==> config.mk <==
export PLATFORM = sky130hd
export DESIGN_NAME = deq_cell
export DESIGN_NICKNAME = d
export VERILOG_FILES = /design/src/sv/deq_pkg.sv /design/src/sv/deq_cell.sv
export SDC_FILE = /design/constraint.sdc
export NUM_CORES = 1
export LEC_CHECK = 0
export BUFFER_PORTS_ARGS = -buffer_cell sky130_fd_sc_hd__buf_2
export CAP_MARGIN = 40
export CORE_MARGIN = 5
export CORE_UTILIZATION = 38
export CTS_CLUSTER_DIAMETER = 150
export CTS_CLUSTER_SIZE = 12
export DETAILED_ROUTE_END_ITERATION = 8
export PLACE_DENSITY = 0.8
export SYNTH_ARGS = -nofsm -noshare
export SYNTH_HDL_FRONTEND = slang
export SYNTH_SLANG_ARGS = --single-unit
==> constraint.sdc <==
create_clock -name clock -period 4.3 [get_ports clock]
set_input_delay 0.645 -clock clock [delete_from_list [all_inputs] [get_ports clock]]
set_output_delay 0.645 -clock clock [all_outputs]
set_load 0.02 [all_outputs]
==> src/sv/deq_pkg.sv <==
// ---------------------------------------------------------------------------
// Double-ended queue package
// Shared types, operation and status codes, and default sizes.
// ---------------------------------------------------------------------------
`default_nettype none

package deq_pkg;

   localparam int DEPTH_DEFAULT      = 1024;
   localparam int DATA_WIDTH_DEFAULT = 32;

   // Fixed widths of the channel fields.
   localparam int PORT_WIDTH  = 32;
   localparam int KIND_WIDTH  = 3;
   localparam int COUNT_WIDTH = 11;
   localparam int STATUS_WIDTH = 2;

   localparam logic [KIND_WIDTH-1:0] KIND_PUSH_FRONT = 3'd0;
   localparam logic [KIND_WIDTH-1:0] KIND_PUSH_BACK  = 3'd1;
   localparam logic [KIND_WIDTH-1:0] KIND_POP_FRONT  = 3'd2;
   localparam logic [KIND_WIDTH-1:0] KIND_POP_BACK   = 3'd3;

   localparam logic [STATUS_WIDTH-1:0] STATUS_OK        = 2'd0;
   localparam logic [STATUS_WIDTH-1:0] STATUS_UNDERFLOW = 2'd1;
   localparam logic [STATUS_WIDTH-1:0] STATUS_OVERFLOW  = 2'd2;

   // Operation broadcast to every cell of the chain.
   typedef struct packed {
      logic load_front;
      logic take_front;
      logic load_back;
      logic take_back;
   } cell_ctl_type;

endpackage

`default_nettype wire

==> src/sv/deq_cell.sv <==
// ---------------------------------------------------------------------------
// Deque storage cell
// Holds one entry; shifts with its neighbors and takes or drops the tail.
// ---------------------------------------------------------------------------
`default_nettype none

module deq_cell #(
   parameter int DATA_WIDTH = deq_pkg::DATA_WIDTH_DEFAULT
) (
   input  wire logic                  clock,
   input  wire logic                  reset,
   input  wire deq_pkg::cell_ctl_type ctl,
   input  wire logic [DATA_WIDTH-1:0] push_value,
   input  wire logic [DATA_WIDTH-1:0] left_data,
   input  wire logic                  left_valid,
   input  wire logic [DATA_WIDTH-1:0] right_data,
   input  wire logic                  right_valid,
   output logic      [DATA_WIDTH-1:0] data,
   output logic                       valid,
   output logic      [DATA_WIDTH-1:0] tail_data
);

   logic [DATA_WIDTH-1:0] data_ff, data_in;
   logic                  valid_ff, valid_in;
   logic                  is_tail;

   // Entries stay packed toward the front, so the tail is the last valid cell.
   assign is_tail = valid_ff & ~right_valid;

   always_comb begin
      data_in  = data_ff;
      valid_in = valid_ff;
      if (ctl.load_front) begin
         data_in  = left_data;
         valid_in = left_valid;
      end else if (ctl.take_front) begin
         data_in  = right_data;
         valid_in = right_valid;
      end else if (ctl.load_back) begin
         if (!valid_ff && left_valid) begin
            data_in  = push_value;
            valid_in = 1'b1;
         end
      end else if (ctl.take_back) begin
         if (is_tail) begin
            valid_in = 1'b0;
         end
      end
   end

   always_ff @(posedge clock) begin
      if (reset) begin
         valid_ff <= 1'b0;
      end else begin
         valid_ff <= valid_in;
      end
      data_ff <= data_in;
   end

   assign data      = data_ff;
   assign valid     = valid_ff;
   assign tail_data = is_tail ? data_ff : '0;

endmodule

`default_nettype wire

==> run summary, run 1 <==
Hold Path End = valid
crit path cell chain = buf_2 > and2b_1 > and2_1 > buf_2
Slew @ Worst Pin = 0.865 ns
Residual DRC = 0
hold buffers post-CTS = 0
Synth area leaders = edfxtp_1 49%, mux2i_1 17%, and2_1 10%, o21ai_1 7.6%, nand2_1 6.5%
most common flop cell mapped by yosys = edfxtp_1
PD cells = 297 nW/um2
DRT Pass-1 Iters = 3
setup TNS = 0 ns
Routed WL per cell = 13.4 um
input/output buffers = 168
status = finished clean
Synth cell types = 19
Worst Hold Class = flip-flop to flip-flop
grt ovf = 0
Final Setup Violations = 0
cells after synthesis = 187
number of synthesized register bits = 33
die area = 6710 um2
Clock Sinks = 33
min Tclk post-route = 2.56 ns
Worst Path Max Fanout = 32
Cell Count, Final, Fillers Out = 422
worst hold start = valid
fmax = 391 MHz
max incr delay on CP = 0.76 ns
worst reg-to-reg path cell count = 2
Yosys top cell area share = 48.9%
Comb power frac = 26.3%
worst path bufs/invs = 2
GR peak layer = met2
Setup crit start = right_valid
Post-synth top cells = 34 x nand2_1, 33 x mux2i_1, 32 x and2_1, 32 x edfxtp_1, 30 x o21ai_1
Synth area leader = edfxtp_1
FILL cells = 442
met2 Use GR = 28.8%
Post-synth ARST share = 0%
vias in the first global route = 1760
clk buf depth = 2
Max-slew headroom = 42.3%
reg2reg end = data[1]
WS Path Type = input port to output pin
Row Count = 26
Clock Root Buffer = clkbuf_8
GPL Wtd Cong = 0.712
critical path capture point type = output pin
share of layout cells above drive strength 1 = 51.1%
met1 usage in global routing = 18.1%
Post-CTS Setup Inserts = 0
Worst Hold Depth = 2
post-DP HPWL = 4.39 mm
core footprint = 5070 um2
WL final = 5.67 mm
R2R setup slack = 2.85 ns
synth warn = 0
crit start category = input port
Hold Fails Final Rpt = 0
Psw = 253 uW
clk_lat worst skew = 0.28 ns
register area share after synthesis = 49.9%
diodes inserted = 0
Initial Util = 38.7%
H-tree depth = 2
CTS tree = built
initial antenna violation count = 0
Fin Hold WS = 0.563 ns
EDFF count, synth = 32
RSZ-0062 raised after global routing = no
synthesized area = 1960 um2
Worst Skew = 0.00484 ns
Reg power frac = 46.6%
placed cell count = 414
Top cell by count, worst path = buf_2
reg-to-reg startpoint = valid
Top Family by Delay on Critical Path = simple AND/OR/NAND/NOR gates
Final Slew Violations = 0
sw frac = 28.9%
Starting DRT DRC Count = 36
Die Span X = 81.9 um
internal power = 622 uW
CP Data Required Time = 3.65 ns
nets = 455
first-pass GRT wire length = 8.04 mm
Clock power frac = 27.0%
Leakage = 0.00157 uW
met3 usage = 5.48%
Max Cap Viol = 0
CP arrival = 1.91 ns
Final ANT Viol Nets = 0
Vias/cell = 4.52
die height = 81.9 um
Layout area overhead = 49.9%
slowest CP cell = and2b_1
via count = 1907
post-CTS sizing = 0
most common cell in the netlist = nand2_1
Syn Area/Cell = 10.5 um2
CTS Buf Count = 5
largest net degree at the start of global routing = 68
Reg clk slew, reported paths = 0.06 ns
GR Util All Layers = 16.2%
worst-case vdd ir drop = 0.000146 V
post-synthesis net count = 291
I/O pin total = 169
final period utilization = 59.5%
==> power by group through the flow <==
stage	sequential (uW)	clock (uW)	combinational (uW)
floorplan	456	0	91.1
global placement	414	0	225
detailed placement	415	0	234
CTS	409	243	233
global route	412	259	252
finish	408	236	230
==> cell type report <==
cell class | instances | area, um2 | share of cell area (%)
clock buffer | 8 | 90.1 | 3.06
inverter | 1 | 3.75 | 0.127
multi-input combinational | 139 | 898 | 30.5
sequential | 33 | 981 | 33.3
tap | 70 | 87.6 | 2.97
timing repair buffer | 171 | 883 | 30.0
==> worst max-delay path by stage <==
stage	end	cells past startpoint
finish	tail_data[27]	4
global route	tail_data[10]	3
CTS	tail_data[27]	3
detailed placement	tail_data[27]	4
global placement	tail_data[3]	4
floorplan	data[0]	2
==> per-stage QoR <==
step	worst slack, ns	instance area, um2	total power (uW)	utilization (%)
global placement	1.81	2830	639	55.7
CTS	1.71	2940	885	58.0
detailed placement	1.72	2850	648	56.2
floorplan	0.849	1960	547	-
global route	1.58	2940	923	58.0
finish	1.74	2940	874	58.0
==> sequential cells by signal, indices dropped and copies added (netlist names) <==
name,cells
data,32
valid,1
==> kinds of logic after synthesis <==
| logic type | count (synthesis) | share of synthesized area, % |
|---|---|---|
| simple gates | 70 | 18.2 |
| buf+inv | 15 | 4.90 |
| compound gates | 35 | 9.43 |
| flops | 33 | 49.9 |
| mux | 34 | 17.6 |
==> worst reg2reg max path: stages (launching register included) <==
cell	delay (ns)
dfxtp_1	0.38
o21ai_4	0.55
buf_16	0.23
==> per-layer routing <==
layer	part of all wire [%]	wire [um]	vias up
li1	-	-	982
met1	39	2190	820
met2	48	2720	99
met5	0	0	-
met4	1.2	70	0
met3	12	689	6
==> cells in the final DEF, fill, tap and decap left out <==
master / count
and2_1: 32
and2b_1: 1
buf_16: 1
buf_2: 168
buf_4: 2
clkbuf_1: 2
clkbuf_8: 6
dfxtp_1: 1
edfxtp_1: 32
inv_1: 1
mux2_4: 1
mux2i_1: 33
nand2_1: 34
nand2b_1: 1
nand4bb_1: 1
nor2_1: 1
o211ai_1: 1
o211ai_2: 1
o21ai_0: 2
o21ai_1: 30
o21ai_4: 1
No activity file was read; power rests on OpenSTA's default activity.
==> run 2, diff against run 1 <==
- clock period: 4.3 -> 2.55 ns (I/O delays scaled with it)
==> run summary, run 2 (synthesized netlist as in run 1, its figures left out) <==
WL final = 5.74 mm
most frequent cells in the layout = 168 x buf_2, 34 x nand2_1, 33 x mux2i_1
Starting DRT DRC Count = 62
worst reg-to-reg path cell count = 2
Largest register FFs = 32
Vias/cell = 4.60
diodes inserted = 0
largest net degree at the start of global routing = 35
PD cells = 493 nW/um2
Initial Util = 38.7%
Post-CTS Setup Inserts = 0
Residual DRC = 0
Cell Count, Final, Fillers Out = 425
die area = 6710 um2
post-CTS sizing = 0
nets = 458
H-tree depth = 2
initial antenna violation count = 0
I/O pin total = 169
Reg clk slew, reported paths = 0.07 ns
crit path cell chain = and2b_1 > buf_4 > and2_1 > buf_2
fmax = 524 MHz
min Tclk post-route = 1.91 ns
RSZ-0062 raised after global routing = no
CTS tree = built
GPL Wtd Cong = 0.758
first-pass GRT wire length = 8.50 mm
CTS Buf Count = 5
GR Util All Layers = 16.8%
Leakage = 0.00157 uW
setup TNS = 0 ns
hold buffers post-CTS = 0
final period utilization = 74.9%
Final Slew Violations = 0
Max-slew headroom = 72.7%
Final ANT Viol Nets = 0
commonest non-fill, non-tap cell in the layout = buf_2
WS Path Type = flip-flop to output pin
share of layout cells above drive strength 1 = 51.3%
CP Data Required Time = 2.17 ns
Cell Area, Placed = 2860 um2
placed cell count = 417
critical path capture point type = output pin
Hold Fails Final Rpt = 0
slowest CP cell = dfxtp_1
status = finished clean
core footprint = 5070 um2
Worst Hold Depth = 4
clk buf depth = 2
Routed WL per cell = 13.5 um
Clock Sinks = 33
Clock Root Buffer = clkbuf_8
Design Area, Final = 2940 um2
vias in the first global route = 1885
Final Setup Violations = 0
grt ovf = 0
die height = 81.9 um
Layout area overhead = 49.5%
post-DP HPWL = 4.63 mm
CP arrival = 1.53 ns
input/output buffers = 168
worst-case vdd ir drop = 0.000240 V
max incr delay on CP = 0.46 ns
crit start category = flip-flop
Row Count = 26
DRT Pass-1 Iters = 4
Worst Hold Class = input port to flip-flop
Worst Path Max Fanout = 32
via count = 1955
clk_lat worst skew = 0.28 ns
Slew @ Worst Pin = 0.409 ns
Max Cap Viol = 0
Worst Skew = 0.00347 ns
Die Span X = 81.9 um
[run 2: changes by cell type in the layout (fill, tap and decap cells not counted), sizes merged]
cell	before	now
buf	171	174
[run 2: area by class of cell]
type	instances	area, um2
Clock buffer	8	80.1
Timing Repair Buffer	174	886
Tap cell	70	87.6
Sequential cell	33	981
Multi-Input combinational cell	139	898
Fill cell	444	2140
Inverter	1	3.75
[run 2: report_power, final]
group	switching [uW]	internal [uW]
clock	179	194
sequential	26.1	662
combinational	222	165
[run 2: path summary, 6_finish.rpt]
| check | startpoint | endpoint | slack, ns |
|---|---|---|---|
| max | valid | tail_data[22] | 0.64 |
| min reg2reg | valid | valid | 0.56 |
| min | reset | valid | 0.38 |
| max reg2reg | valid | data[9] | 1.27 |
[run 2: routing by layer]
metal / vias up / GRT usage, % / routed length [um] / share of wire [%]
met5: - / 0 / 0 / 0
met4: 0 / 4.98 / 53 / 0.92
met3: 5 / 5.26 / 561 / 9.8
met2: 100 / 30.7 / 3000 / 52
met1: 865 / 18.5 / 2130 / 37
li1: 985 / - / - / -
[run 2: worst max-delay path: cells and delay by family, from the launching register on]
family / cells / cell delay, ns
DFF: 1 / 0.46
buffers and inverters: 2 / 0.44
and+or+nand+nor: 2 / 0.34
[run 2: per-stage QoR]
step | power (uW) | hold WS, ns | setup slack [ns] | utilization [%]
after floorplan | 922 | 0.570 | 0.225 | -
after detailed placement | 1090 | 0.562 | 0.858 | 56.3
final | 1450 | 0.375 | 0.640 | 57.9
after CTS | 1470 | 0.369 | 0.630 | 57.9
after global placement | 1080 | 0.544 | 0.879 | 56.3
after global routing | 1530 | 0.387 | 0.505 | 57.9
==> run 3, diff against run 2 <==
- clock period: 2.55 -> 2 ns (I/O delays scaled with it)
==> run summary, run 3 (synthesized netlist as in run 1, its figures left out) <==
Clock Sinks = 33
I/O pin total = 169
min Tclk post-route = 1.79 ns
clk_lat worst skew = 0.28 ns
CTS Buf Count = 5
post-CTS sizing = 0
Post-CTS Setup Inserts = 0
nets = 459
commonest non-fill, non-tap cell in the layout = buf_2
Final Setup Violations = 0
Row Count = 26
Residual DRC = 0
RSZ-0062 raised after global routing = no
vias in the first global route = 1953
share of layout cells above drive strength 1 = 52.0%
most frequent cells in the layout = 168 x buf_2, 34 x nand2_1, 33 x mux2i_1
Final Slew Violations = 0
CTS tree = built
clk buf depth = 2
WL final = 5.65 mm
H-tree depth = 2
Die Span X = 81.9 um
status = finished clean
GPL Wtd Cong = 0.755
worst path bufs/invs = 2
Vias/cell = 4.54
Tot Pwr = 1890 uW
initial antenna violation count = 0
Worst Path Max Fanout = 13
Initial Util = 38.7%
grt ovf = 0
Layout area overhead = 51.5%
die area = 6710 um2
WS Path Type = flip-flop to output pin
PD cells = 634 nW/um2
first-pass GRT wire length = 8.56 mm
slowest CP cell = dfxtp_1
Routed WL per cell = 13.3 um
DRT Pass-1 Iters = 4
Slew @ Worst Pin = 0.550 ns
Max-slew headroom = 63.2%
fmax = 559 MHz
crit start category = flip-flop
Clock Root Buffer = clkbuf_8
post-DP HPWL = 4.73 mm
CP arrival = 1.49 ns
Final ANT Viol Nets = 0
setup TNS = 0 ns
Starting DRT DRC Count = 55
critical path capture point type = output pin
worst-case vdd ir drop = 0.000320 V
crit path cell chain = and2b_2 > buf_4 > and2_1 > buf_2
CP Data Required Time = 1.70 ns
input/output buffers = 168
diodes inserted = 0
core footprint = 5070 um2
die height = 81.9 um
Worst Skew = 0.00287 ns
hold buffers post-CTS = 0
Leakage = 0.00159 uW
GR Util All Layers = 17.0%
final period utilization = 89.4%
largest net degree at the start of global routing = 37
Worst Hold Class = input port to flip-flop
Hold Fails Final Rpt = 0
Largest register FFs = 32
via count = 1934
Reg clk slew, reported paths = 0.06 ns
Top Family by Delay on Critical Path = flip-flops
Max Cap Viol = 0
max incr delay on CP = 0.45 ns
run 3: cell types whose count changed in the layout (fill, tap and decap cells not counted):
cell	before	now
and2b_1	1	0
and2b_2	0	1
buf_16	0	1
clkbuf_1	3	2
clkbuf_8	5	6
run 3: metal layers:
metal,global-route usage (%),routed length [um],vias up
met1,17.8,1930,832
met5,0,0,-
met4,5.32,93,0
met3,5.81,736,8
li1,-,-,987
met2,31.6,2890,107
run 3: cell type report:
type,instances,area (um2)
repair buffers,175,913
inverters,1,3.75
flip-flops and latches,33,981
multi-input cells,139,900
fillers,465,2100
clock buffers,8,90.1
well taps,70,87.6
run 3: report_power, final:
group          switching (uW)  total [uW]  internal, uW  leakage, uW
sequential               33.3         878           844     0.000343
clock                     227         508           280    0.0000455
combinational             284         501           217      0.00120
total                     544        1890          1340      0.00159
run 3: worst min-delay path, stage by stage:
cell and delay, ns:
buf_2 0.07, nand2_1 0.04, o21ai_1 0.06
run 3: per-stage QoR:
step                hold slack, ns  cell area (um2)  instances  utilization [%]  setup WS [ns]
CTS                          0.297             2970        426             58.6         0.0936
global placement             0.525             2860        417             56.3          0.330
finish                       0.304             2980        426             58.6          0.212
global route                 0.289             2980        426             58.6         0.0593
detailed placement           0.555             2880        418             56.8          0.406
floorplan                    0.489             1970        187                -          0.270
run 3: path summary, 6_finish.rpt:
check / start / endpoint / slack (ns) / cells after the start
setup / recovery: valid / tail_data[22] / 0.21 / 4
hold / removal: left_data[12] / data[12] / 0.30 / 3
setup reg to reg: valid / data[11] / 0.61 / 2
hold reg to reg: valid / valid / 0.56 / 2
